`config.mk`:
```
export PLATFORM = sky130hd
export DESIGN_NAME = spi_ram
export DESIGN_NICKNAME = d
export VERILOG_FILES = /design/src/sv/spi_ram.sv
export SDC_FILE = /design/constraint.sdc
export NUM_CORES = 2
export LEC_CHECK = 0
export BUFFER_PORTS_ARGS = -buffer_cell sky130_fd_sc_hd__clkbuf_2
export CORE_MARGIN = 1
export CORE_UTILIZATION = 45
export CTS_BUF_LIST = sky130_fd_sc_hd__clkbuf_8 sky130_fd_sc_hd__clkbuf_16
export CTS_CLUSTER_DIAMETER = 60
export CTS_CLUSTER_SIZE = 12
export DETAILED_ROUTE_END_ITERATION = 8
export GPL_TIMING_DRIVEN = 0
export PLACE_DENSITY = 0.74
export SYNTH_ARGS = -nofsm -noshare
export SYNTH_HDL_FRONTEND = slang
export SYNTH_SLANG_ARGS = --single-unit
```
`constraint.sdc`:
```
create_clock -name clk -period 3.8 [get_ports clk]
set_input_delay 0.76 -clock clk [delete_from_list [all_inputs] [get_ports clk]]
set_output_delay 0.76 -clock clk [all_outputs]
set_load 0.03 [all_outputs]
```
`src/sv/spi_ram.sv`:
```
module spi_ram #(
  parameter int WIDTH = 32,
  parameter int DEPTH = 64
) (
  input  logic                     clk,
  input  logic                     we,
  input  logic [$clog2(DEPTH)-1:0] waddr,
  input  logic [WIDTH-1:0]         wdata,
  input  logic [$clog2(DEPTH)-1:0] raddr,
  output logic [WIDTH-1:0]         rdata
);
  logic [WIDTH-1:0] mem [DEPTH];

  always_ff @(posedge clk) begin
    if (we) begin
      mem[waddr] <= wdata;
    end
    rdata <= mem[raddr];
  end
endmodule

```
# ---- Word level (Yosys, flattened, before mapping)
# Memories as Yosys holds them, arrays and structs flattened. A register that Yosys moved wholly into a read port is not among the register bits.
# Cells that the tools add are included.
dict set report totals {
  in_bits 46
  mem_bits_rw 2048
  mem_count 1
  regBits 0
}
# memory depth word_bits rd rd_ports_with_merged_regs write_ports line
set memory_table {}
lappend memory_table {mem 64 32 1 1 1 12} ;# logic [WIDTH-1:0] mem [DEPTH];
dict set report op_classes {
  mux 2
}
# cell n
set ops {}
lappend ops {{2-to-1 mux 1 bit} 2}

# ---- Logic depth before layout (Yosys ltp)
dict set report logic_depth {
  word_depth 2
  mapped_depth 10
}

# ---- Least setup slack after synthesis
# No wires, ideal clock.
dict set report synth_path {
  path_kind {in2reg}
  from {input waddr[3]}
  to {memory mem[48][0] (enable)}
  path_stages 4
  n_path_buf 1
  setup_ns 0.461
  setup_slack_ns -0.120
  arrival_time_ns 3.459
  t_required_ns 3.339
  cell_sequence {clkbuf_1 nor2b_1 nand4b_1 nor3_1}
}
# item line
set synth_rtl {}
lappend synth_rtl {{from (decl)} 7} ;# input logic [$clog2(DEPTH)-1:0] waddr,
lappend synth_rtl {{to (decl)} 12}
# No word-level cell before the write port.

==> parameters.txt <==
Parameter                              Value

Logic synthesis
  Synth Area in XOR/XNOR ... 0
  Mapped cell area ... ~80000 µm²
  Share of the synthesized area in the top cell type ... 0.7833
  Complex-gate fraction of the synthesized area ... 0.01673
  Ys Warns ... 0
  Post-synthesis net count ... between 3000 and 4000
  Sequential-to-total area share from yosys stat ... 0.7914
  Dominant combinational cell family by area after synthesis ... multiplexers
  Post-synthesis async set-or-reset flop share ... 0
  Mux share of post-synthesis cell area ... 0.1679
  Adder-cell area share of the yosys netlist ... 0
  Cell types occupying the most area after synthesis ... edfxtp_1, mux4_2, mux2i_1, dfxtp_1, o22ai_1
  Top flip-flop cell by instance count after synthesis ... edfxtp_1
  Mean Syn Cell Area ... approximately 24 µm²
  Cell variety after synth ... 34
  Number of enable flip-flop cells after synthesis ... just over 2000
  Total of flip-flops plus latches after synthesis ... approximately 2100
  Simple logic cell fraction of the synthesized area ... 0.01265
  Top cell type by total area after synthesis ... edfxtp_1
  Post-Syn Instances ... 3324

Global route
  Initial antenna violation count ... 18
  Via count of the first global-routing pass ... 40300
  Global routing's busiest layer ... met2
  Met3 usage in global routing ... 0.09248
  Met1 GRT Util ... 0.3465
  First-pass GRT wire length ... roughly 330 mm
  Overflow left after global routing ... 0
  Largest net degree at the start of global routing ... 65
  Aggregate global-route resource usage ... 0.2736
  Global-route track usage on met2 ... 0.4118

Place
  Worst setup slack before clock tree synthesis ... -1.433 ns
  Count of buffers inserted at the top-level ports ... 69
  Detailed Place HPWL ... about 150 mm
  Placer congestion estimate ... around 0.88

Min path
  Kind of path behind the tightest hold check ... input port to register

Clocking
  Bufs on Longest Clock Path ... 3
  Total of hold buffers inserted after clock tree synthesis ... 0
  Clock transition time at the flip-flop clock pins of the worst setup and hold paths ... ~0.06 ns
  H-tree levels ... 4
  TritonCTS sink count ... 2080
  Root cell of the clock tree ... clkbuf_16
  Clock tree from TritonCTS ... built
  Latest clock arrival within the worst-skew pair ... 0.86 ns
  Inserted Clock Buffers ... slightly below 200

STA
  Unrepaired setup endpoints after global routing ... false
  Worst-case setup margin in the final layout ... -0.1729 ns
  Final-layout setup total negative slack ... -0.8011 ns
  Share of the cycle needed by the critical path after routing ... 1.045
  Final count of negative-setup-slack endpoints ... 10
  Endpoints failing hold ... 0
  Maximum operating frequency ... between 200 and 300 MHz
  Relative slew slack ... -0.05290
  Max Slew Vio Count ... ~120
  Crit path time final ... between 3 and 4 ns
  Setup skew after layout ... ~0.042 ns
  Least-Margin Pin Slew ... between 1.5 and 2 ns

Routing
  Routed via count ... around 40000
  Remaining antenna violation count ... 0
  Final routed wirelength across all metal layers ... around 240 mm
  Count of routing violations after the opening detailed-route iteration ... roughly 7600
  Post-detailed-route via-to-cell ratio ... around 6.7
  Routed len/inst ... between 30 and 40 µm
  Iteration count of the initial detailed-routing pass ... 6
  Residual DRC count ... 0

Floorplan
  I/O pin count ... 78
  Core outline area ... about 170000 µm²
  Y dimension of the die ... between 400 and 500 µm
  Count of standard-cell rows ... 152
  Starting density of the core ... 0.4552
  Die Wd ... 419.7 µm
  Die outline area ... about 180000 µm²

Final layout
  Filler cells ... between 10000 and 15000
  Synthesis-to-finish area growth ... 15.04%
  Layout cell share with drive strength beyond 1 ... 0.2923
  # nets final ... between 3000 and 4000

Pwr
  Maximum resistive drop on vdd ... 0.0004269 V
  Total power divided by cell area ... between 500 and 600 nW/µm²
  Leakage ... 28.20 nW

Critical path
  Crit-path max FO ... 10
  Worst Path Required ... roughly 4.5 ns
  CP endpoint kind ... register
  Startpoint Class ... input port
  CP arrival ... around 4.6 ns
  Startpoint-to-endpoint class of the critical path ... input port to register

Run status
  Failing checks ... max-capacitance violations, max-slew violations, negative setup slack
  Outcome ... finished with violations

Flow run
  Number of maximum-capacitance violations ... 1
==> through the flow <==
step	hold WS (ns)	utilization	power (mW)	instances	cell area (µm²)
after floorplan	0.6632	-	27.27	3324	78530
after global placement	0.9212	0.4740	28.43	5703	81760
after detailed placement	0.9295	0.4895	28.55	5799	84440
after CTS	0.6599	0.5224	45.96	6103	90110
after global routing	0.3213	0.5236	46.95	6121	90310
final	0.3311	0.5236	46.06	6124	90320
==> placed cells by master, fill, tap and decap left out, types with 26 or more instances in the layout <==
cell type     n
dfxtp_1      32
o221ai_1     27
nor2_4       62
clkbuf_1     66
buf_12       63
mux2i_1      93
edfxtp_1   2048
mux4_2      544
clkbuf_16   199
nor2_1       75
nand2_1      26
buf_2        65
inv_1        78
a21oi_1      59
o22ai_1      83
clkbuf_2     69
buf_4        28
buf_16       39
==> registers in the layout, summed over array words and instances, names as in the netlist <==
register / count
mem: 2048
rdata: 32
==> layer usage <==
metal  part of all wire  vias to the layer above
met1               0.33                    21100
met4              0.070                       12
met3               0.15                      861
met5            0.00035                        -
li1                   -                    14960
met2               0.45                     4057
==> logic make-up after synthesis <==
kind of cell	Yosys count
DFF	2080
muxes	637
and+or+nand+nor	223
AOI/OAI and AO/OA	202
buffers and inverters	182
==> critical path, stage by stage <==
cell	delay, ns
buf_2	0.45
buf_2	0.46
buf_2	0.43
clkbuf_2	0.46
buf_2	0.52
mux2i_1	0.19
a21oi_1	0.41
a21oi_1	0.18
nor2_1	0.67
==> Yosys cell counts (2+ instances only) <==
cell and count:
nand3_1 5, a41o_1 4, or3b_2 3, buf_6 5, a22oi_1 12, nand2_1 26
buf_1 21, or3_1 3, and3_1 4, or3b_1 2, o221ai_1 27, a21oi_1 62
nand4_1 2, nand3b_1 5, clkbuf_1 74, mux4_2 544, nand2b_1 8, o22ai_1 84
nor3_1 7, nor2b_1 15, buf_2 57, mux2i_1 93, edfxtp_1 2048, nor2_1 137
dfxtp_1 32, o32ai_1 4, buf_4 25, and2_1 2, a311oi_1 8
==> report_power, final <==
group | switching [mW] | internal (mW)
clock | 8.41 | 9.47
sequential | 0.0556 | 25.4
combinational | 1.82 | 0.882
total | 10.3 | 35.8
==> path summary, 6_finish.rpt <==
path                            slack (ns)            startpoint  cells after the start                     to
worst max register to register        1.16  mem[47][1]$_DFFE_PP_                      5       rdata[1]$_DFF_P_
worst max-delay path                 -0.17              raddr[1]                      9      rdata[12]$_DFF_P_
worst min register to register        0.95  mem[12][4]$_DFFE_PP_                      4       rdata[4]$_DFF_P_
worst min-delay path                  0.33             wdata[25]                      1  mem[33][25]$_DFFE_PP_
==> final cells by class <==
class / instances / area, µm² / share of cell area
plain buffers: 182 / 924.6 / 0.01024
well taps: 2310 / 2890 / 0.03200
multi-input cells: 1062 / 16000 / 0.1771
flip-flops and latches: 2080 / 62140 / 0.6880
clock inverters: 102 / 626.9 / 0.006940
repair buffers: 176 / 2733 / 0.03025
clock buffers: 199 / 4980 / 0.05513
diodes: 13 / 32.53 / 0.0003602
==> timing repair <==
item	CTS	global route
gates resized for setup	13	8
setup buffers	3	0
cloned	0	0
endpoints found under the setup margin	16	5
pin swaps	0	0
Power figures use the tool's default switching activity.
