### src/sv/spi_pkg.sv
package spi_pkg;

  typedef enum logic [1:0] {
    OP_LOAD    = 2'd0,
    OP_TICK    = 2'd1,
    OP_RESTART = 2'd2,
    OP_NONE    = 2'd3
  } opcode_t;

  typedef enum logic [1:0] {
    UOP_SQRT = 2'd0,
    UOP_DIV  = 2'd1
  } unit_op_t;

  // Request to the shared root/divide unit.
  typedef struct packed {
    logic     start;
    unit_op_t op;
  } unit_req_t;

  typedef struct packed {
    logic busy;
    logic done;
  } unit_stat_t;

  typedef enum logic [4:0] {
    ST_IDLE,
    ST_L_SQ0,
    ST_L_SQ1,
    ST_L_SQ2,
    ST_L_ROOT,
    ST_L_ROOTW,
    ST_L_TDIV,
    ST_L_TDIVW,
    ST_L_RDIV,
    ST_L_RDIVW,
    ST_L_WRITE,
    ST_T_READ,
    ST_T_WAIT,
    ST_T_CHECK,
    ST_T_FDIV,
    ST_T_FDIVW,
    ST_T_MUL,
    ST_T_MULW,
    ST_T_OUT,
    ST_OUT
  } state_t;

endpackage

### src/sv/spi_unit.sv
// Shared bit-serial unit: 64-bit integer square root (one result bit per cycle)
// and 96/64 restoring division producing a 96-bit quotient, one bit per cycle.
module spi_unit (
  input  logic                clk,
  input  logic                rst,
  input  spi_pkg::unit_req_t  req,
  input  logic [95:0]         num,
  input  logic [63:0]         den,
  output spi_pkg::unit_stat_t stat,
  output logic [95:0]         result
);
  import spi_pkg::*;

  unit_op_t    op;
  logic [6:0]  cnt;
  logic        busy;
  logic [95:0] quo;
  logic [64:0] rem;
  logic [63:0] dv;
  logic [63:0] sq_v;
  logic [31:0] sq_r;
  logic [64:0] rem_sh;
  logic [63:0] sq_try;
  logic [31:0] sq_cand;
  logic        done;

  always_comb begin
    rem_sh  = {rem[63:0], quo[95]};
    sq_cand = sq_r | (32'd1 << cnt[4:0]);
    sq_try  = {32'd0, sq_cand} * {32'd0, sq_cand};
  end

  always_ff @(posedge clk) begin
    if (rst) begin
      busy <= 1'b0;
      done <= 1'b0;
      cnt  <= '0;
      op   <= UOP_SQRT;
    end else begin
      done <= 1'b0;
      if (req.start) begin
        busy <= 1'b1;
        op   <= req.op;
        if (req.op == UOP_SQRT) begin
          cnt  <= 7'd31;
          sq_v <= num[63:0];
          sq_r <= '0;
        end else begin
          cnt <= 7'd95;
          quo <= num;
          rem <= '0;
          dv  <= den;
        end
      end else if (busy) begin
        if (op == UOP_SQRT) begin
          if (sq_try <= sq_v) begin
            sq_r <= sq_cand;
          end
        end else begin
          if (rem_sh >= {1'b0, dv}) begin
            rem <= rem_sh - {1'b0, dv};
            quo <= {quo[94:0], 1'b1};
          end else begin
            rem <= rem_sh;
            quo <= {quo[94:0], 1'b0};
          end
        end
        if (cnt == 7'd0) begin
          busy <= 1'b0;
          done <= 1'b1;
        end else begin
          cnt <= cnt - 7'd1;
        end
      end
    end
  end

  assign result    = (op == UOP_SQRT) ? {64'd0, sq_r} : quo;
  assign stat.busy = busy;
  assign stat.done = done;
endmodule

### config.mk
export PLATFORM = sky130hd
export DESIGN_NAME = spi_unit
export DESIGN_NICKNAME = d
export VERILOG_FILES = /design/src/sv/spi_pkg.sv /design/src/sv/spi_unit.sv
export SDC_FILE = /design/constraint.sdc
export NUM_CORES = 2
export LEC_CHECK = 0
export ABC_AREA = 0
export BUFFER_PORTS_ARGS = -buffer_cell sky130_fd_sc_hd__buf_2
export CAP_MARGIN = 25
export CORE_UTILIZATION = 60
export CTS_CLUSTER_SIZE = 12
export DETAILED_ROUTE_END_ITERATION = 8
export PLACE_DENSITY = 0.79
export SYNTH_ARGS = -nofsm -noshare
export SYNTH_HDL_FRONTEND = slang
export SYNTH_SLANG_ARGS = --single-unit
export TNS_END_PERCENT = 100
### constraint.sdc
create_clock -name clk -period 36.9 [get_ports clk]
set_clock_uncertainty 0.2 [all_clocks]
set_input_delay 5.535 -clock clk [delete_from_list [all_inputs] [get_ports clk]]
set_output_delay 5.535 -clock clk [all_outputs]
set_load 0.01 [all_outputs]
# Word-level counts from Yosys, hierarchy flattened
# Cells that the tools add are included.
# W data, S select, Z words.
[word_totals]
output_inout_bits = 98
inputBits = 165
reg_bits = 331
elab_cells = 59
[op_classes]
addsub = 2
n_shift = 1
mul = 1
n_lt_le_gt_ge = 2
n_bitwise = 4
mux = 24
n_eq_ne = 4
n_reduce_logical = 12
[op_table]
columns = ["op", "n"]
rows = [
  ["$mux W96", 5],
  ["$mux W64", 5],
  ["$mux W32", 5],
  ["$ge A65 B64 Y1", 1],
  ["$le A64 B64 Y1", 1],
  ["$mul A32 B32 Y64", 1],
  ["$sub A64 B64 Y64", 1],
  ["$or A32 B32 Y32", 1],
  ["$shl A1 B5 Y32 const A", 1],
  ["$mux W7", 4],
  ["$logic_not A7 Y1", 1],
  ["$sub A7 B1 Y7 const B", 1],
  ["$ne A2 B2 Y1 const B", 3],
  ["$reduce_and A3 Y1", 2],
  ["$reduce_bool A2 Y1", 3],
  ["$mux W1", 5],
  ["$reduce_and A5 Y1", 1],
  ["$logic_not A2 Y1", 2],
  ["$reduce_and A4 Y1", 1],
  ["$not A1 Y1", 3],
  ["$reduce_or A3 Y1", 1],
  ["$ne A2 B1 Y1 const B", 1],
  ["$reduce_and A2 Y1", 1],
]

# Depth between registers and ports, before layout
[depth]
depth_word = 8
depth_mapped = 46
depth_no_buf = 45

# Least setup slack after synthesis
# OpenSTA, ideal clock, no wires.
[synth_path]
path_kind = "in2reg"
startpoint = "input port req[2] in the netlist's numbering"
endpoint = "register quo[0] (enable)"
setup_slack_ns = 22.086
arrival_ns = 13.882
stages = 4
required_ns = 35.968
setup_ns = 0.732
path_buffers = 2
path_cell_list = "clkbuf_1 -> buf_1 -> o21ai_0 -> a21oi_1"
[synth_via]
elab_chain_len = 2
elab_cells_between_ends = 4
classes_between = "eq/ne (2); reduce/logical (2)"
[synth_lines]
columns = ["element", "line_no", "text"]
rows = [
  ["start: declaration", "spi_unit.sv:6", "input spi_pkg::unit_req_t req,"],
  ["$ne A2 B2 Y1 (no line) or $reduce_bool A2 Y1 (tied branches)", "-", ""],
  ["$reduce_and A4 Y1 (no line) *", "-", ""],
  ["end signal: assignment", "spi_unit.sv:50", "quo <= num;"],
  ["end signal: assignment", "spi_unit.sv:62", "quo <= {quo[94:0], 1'b1};"],
  ["end signal: assignment", "spi_unit.sv:65", "quo <= {quo[94:0], 1'b0};"],
  ["end: declaration", "spi_unit.sv:17", "logic [95:0] quo;"],
]
# Mark *: on every way between the ends. The rest lies on a longest branch, timed or not.
# A chain may end at the register's enable or synchronous reset.

# Final worst setup path
[layout_path]
startpoint = "register cnt[2]"
endpoint = "register sq_r[1] (enable)"
[layout_via]
elab_chain_len = 6
[layout_lines]
columns = ["element", "line_no", "text"]
rows = [
  ["start: declaration", "spi_unit.sv:15", "logic [6:0] cnt;"],
  ["start signal: assignment", "spi_unit.sv:72", "cnt <= cnt - 7'd1;"],
  ["$shl A1 B5 Y32", "spi_unit.sv:29", "sq_cand = sq_r | (32'd1 << cnt[4:0]);"],
  ["$or A32 B32 Y32", "spi_unit.sv:29", ""],
  ["$mul A32 B32 Y64", "spi_unit.sv:30", "sq_try = {32'd0, sq_cand} * {32'd0, sq_cand};"],
  ["$le A64 B64 Y1", "spi_unit.sv:56", "if (sq_try <= sq_v) begin"],
  ["$reduce_bool A2 Y1 (no line)", "-", ""],
  ["$reduce_and A5 Y1 (no line)", "-", ""],
  ["end signal: assignment", "spi_unit.sv:57", "sq_r <= sq_cand;"],
  ["end: declaration", "spi_unit.sv:21", "logic [31:0] sq_r;"],
]
# Every way passes these cells.

==> summary.md <==
| Metric | Value |
|---|---|
| Run status | `complete, no violations` |
| Number of buffer cells added on primary ports | `262` |
| Critical register-to-register path endpoint | `sq_r[1]$_SDFFCE_PP0P_` |
| Max-cap violations | `0` |
| Routability congestion estimate from global placement | `1.03` |
| Number of warnings reported in the yosys synthesis log | `0` |
| Clock transition at the registers of the reported paths | `0.06 ns` |
| Clock Root Buffer | `clkbuf_16` |
| Simple-Gate Fraction of Synth Area | `10.3%` |
| CP max-delay cell | `clkinv_1` |
| Clock tree buffer depth | `3` |
| Number of vias in the routed layout | `36.0k` |
| Flops & latches, synth | `331` |
| Full die area | `80600 um2` |
| Post-synthesis instance area | `47700 um2` |
| Ports | `263` |
| Number of nets in the synthesized netlist | `6280` |
| Final worst-path cycle share | `39.9%` |
| Count of different cell masters after synthesis | `75` |
| Number of H-tree branching levels | `2` |
| Overflow after GRT | `0` |
| Sum of negative setup slack | `0 ns` |
| Worst reg2reg setup slack | `22.18 ns` |
| Total wirelength of the detailed-routed design | `139000 um` |
| Share of synthesized area spent on multiplexers | `3.15%` |
| DR iter-0 viols | `3163` |
| Worst Setup EP | `sq_r[1]$_SDFFCE_PP0P_` |
| Remaining DRCs | `0` |
| Gates resized, CTS repair | `0` |
| Sequential fraction of the synthesis area | `20.6%` |
| Arrival time of the worst setup path | `14.74 ns` |
| Nets@finish | `6466` |
| First-pass GRT wire length | `217000 um` |
| Post-CTS setup buffers | `0` |
| Mean number of vias per cell | `5.84` |
| Final critical delay including setup and external delays | `14.72 ns` |
| Fraction of synthesis flops using an asynchronous set or reset pin | `0%` |
| Global-route total usage across every layer | `35.4%` |
| Commonest register cell after synthesis | `edfxtp_1` |
| Cts-stage hold buffer count | `0` |
| Number of filler instances in the final layout | `6309` |
| Tightest Pin Transition | `1.11 ns` |
| Kind of end point of the critical path | `flip-flop` |
| Setup repair after global routing missed its margin | `false` |
| Layout overhead on the synthesized area | `7.89%` |
| Cell occurring most often along the worst timing path | `fa_1` |
| Most frequent standard cell in the layout excluding fill and tap cells | `inv_1` |
| Sink count of the clock tree | `331` |
| Number of synthesized flops with an enable pin | `320` |
| Detailed-routed wire length on met2 | `64900 um` |
| Met3 Wirelength | `15200 um` |
| R2R Path Start | `cnt[2]$_SDFFE_PP0P_` |
| Pin count of the biggest net entering global routing | `82` |
| Per-instance average area after synthesis | `9.72 um2` |
| Setup violation total in the final timing report | `0` |
| Maximum clock frequency | `67.9 MHz` |
| Worst reg2reg path depth | `41` |
| Largest driver fanout on the critical path | `32` |
| Antenna violation net count after detailed routing | `0` |
| Tightest slew margin relative to the limit | `25.5%` |
| Clock tree from TritonCTS | `built` |
| Core region area | `78900 um2` |
| Insertion delay to the later sink of the worst-skew pair | `0.58 ns` |
| Synthesized netlist cell count | `4906` |
| Worst setup path class | `flip-flop to flip-flop` |
| Number of iterations in the first detailed-routing pass | `8` |
| Detailed-route wire length per cell | `22.5 um` |
| Critical path data required time | `36.91 ns` |
| Uppermost signal routing layer after detailed routing | `met5` |
| Number of buffers inserted during clock tree synthesis | `37` |
| Slew Limit Fails | `0` |
| Effective utilization at floorplan | `60.5%` |
| Most frequent cells in the layout | `inv_1, fa_1, nand2_1` |
| Hold violation total from the final report | `0` |
| Critical path origin | `cnt[2]$_SDFFE_PP0P_` |
| Main combinational cell family by area after synthesis | `adder cells` |
| CP max stage delay | `0.95 ns` |
| Synth Area in Adders | `44.2%` |
| Worst Setup Start Kind | `flip-flop` |
| Synth Area in Compound Gates | `8.56%` |
| Antenna violations before repair | `6` |
| Xor-xnor portion of the synthesized cell area | `2.64%` |
| Detail Placement HPWL | `109000 um` |
| Via count of the first global-routing pass | `38.0k` |
| Worst min path class | `flip-flop to flip-flop` |
| Die boundary width | `284 um` |
| Length of routed wiring on met1 | `52100 um` |
| Share of final-layout standard cells stronger than drive strength 1 | `11.2%` |
| Die height | `284 um` |
| Rows | `103` |
[metal layers]
layer | GRT usage, % | vias up
met2 | 57.2 | 1951
li1 | - | 15800
met3 | 9.02 | 376
met1 | 45.6 | 17800
met5 | 0 | -
met4 | 14.1 | 4
[worst min path at each step]
stage	startpoint	endpoint	slack, ns	cells after the start
after floorplan	op[1]$_SDFFE_PP0P_	op[1]$_SDFFE_PP0P_	0.28	2
after detailed placement	busy$_SDFF_PP0_	done$_SDFF_PP0_	0.35	1
after CTS	quo[89]$_DFFE_PP_	quo[90]$_DFFE_PP_	0.36	1
after global routing	quo[68]$_DFFE_PP_	quo[69]$_DFFE_PP_	0.38	1
final	quo[89]$_DFFE_PP_	quo[90]$_DFFE_PP_	0.36	1
after global placement	op[0]$_SDFFE_PP0P_	op[0]$_SDFFE_PP0P_	0.34	2
[flip-flops by register name, summed over array words and instances, names as in the netlist]
| register | flops |
|---|---|
| sq_v | 64 |
| busy | 1 |
| cnt | 7 |
| op | 2 |
| quo | 96 |
| sq_r | 32 |
| rem | 64 |
| dv | 64 |
| done | 1 |
[Yosys cell counts, drive strengths merged (28+ instances only)]
| master | instances | area share (%) |
|---|---|---|
| xor2 | 63 | 1.2 |
| nand4 | 40 | 0.52 |
| nand2 | 437 | 3.4 |
| nand3 | 39 | 0.41 |
| edfxtp | 320 | 20 |
| a31oi | 28 | 0.37 |
| buf | 33 | 0.32 |
| o21bai | 33 | 0.52 |
| clkbuf | 151 | 1.2 |
| ha | 418 | 11 |
| a211oi | 28 | 0.44 |
| a21o | 109 | 1.7 |
| nor2b | 85 | 1.1 |
| mux2 | 129 | 3.0 |
| nor2 | 386 | 3.0 |
| fa | 791 | 33 |
| o21ai | 92 | 0.97 |
| inv | 1142 | 9.0 |
| nor3 | 37 | 0.39 |
| xnor2 | 81 | 1.5 |
| a21oi | 216 | 2.3 |
[through the flow]
step	setup WS, ns	cell area [um2]	std cells	util (%)	hold slack [ns]
after detailed placement	22.38	50300	6101	63.7	0.352
after global placement	22.48	50200	6099	63.7	0.342
after global routing	21.60	51500	6162	65.2	0.375
after CTS	22.33	51400	6158	65.2	0.362
final	22.18	51500	6163	65.2	0.363
after floorplan	22.09	47700	4906	-	0.278
[layout make-up]
cell class	instances	area, um2	share of cell area [%]
antenna	3	7.51	0.0146
clock buffer	44	972	1.89
clock inverter	13	153	0.297
inverter	1152	4320	8.40
sequential	331	9830	19.1
timing repair buffer	331	1890	3.68
tap	1050	1310	2.55
multi-input combinational	3239	33000	64.1
[cells by family (layout without fill, tap and decap cells)]
logic type	Yosys count	in the layout
and+or+nand+nor	1119	1119
muxes	134	134
DFF	331	331
xor gates and xnor gates	144	144
buffers and inverters	1336	1540
other	0	3
adders and majority gates	1209	1209
AOI/OAI and AO/OA	633	633
[worst max-delay path, delay by kind of cell, from the launching register on]
family	cells	cell delay, ns
buf+inv	9	2.49
compound gates	15	4.31
simple gates	6	1.89
xor+xnor	1	0.17
flops	1	0.43
fa+ha+maj	10	4.84
Power is left out: the tool's default activity adds up to more than one toggle a clock period on the data nets, which glitch-free logic cannot reach.
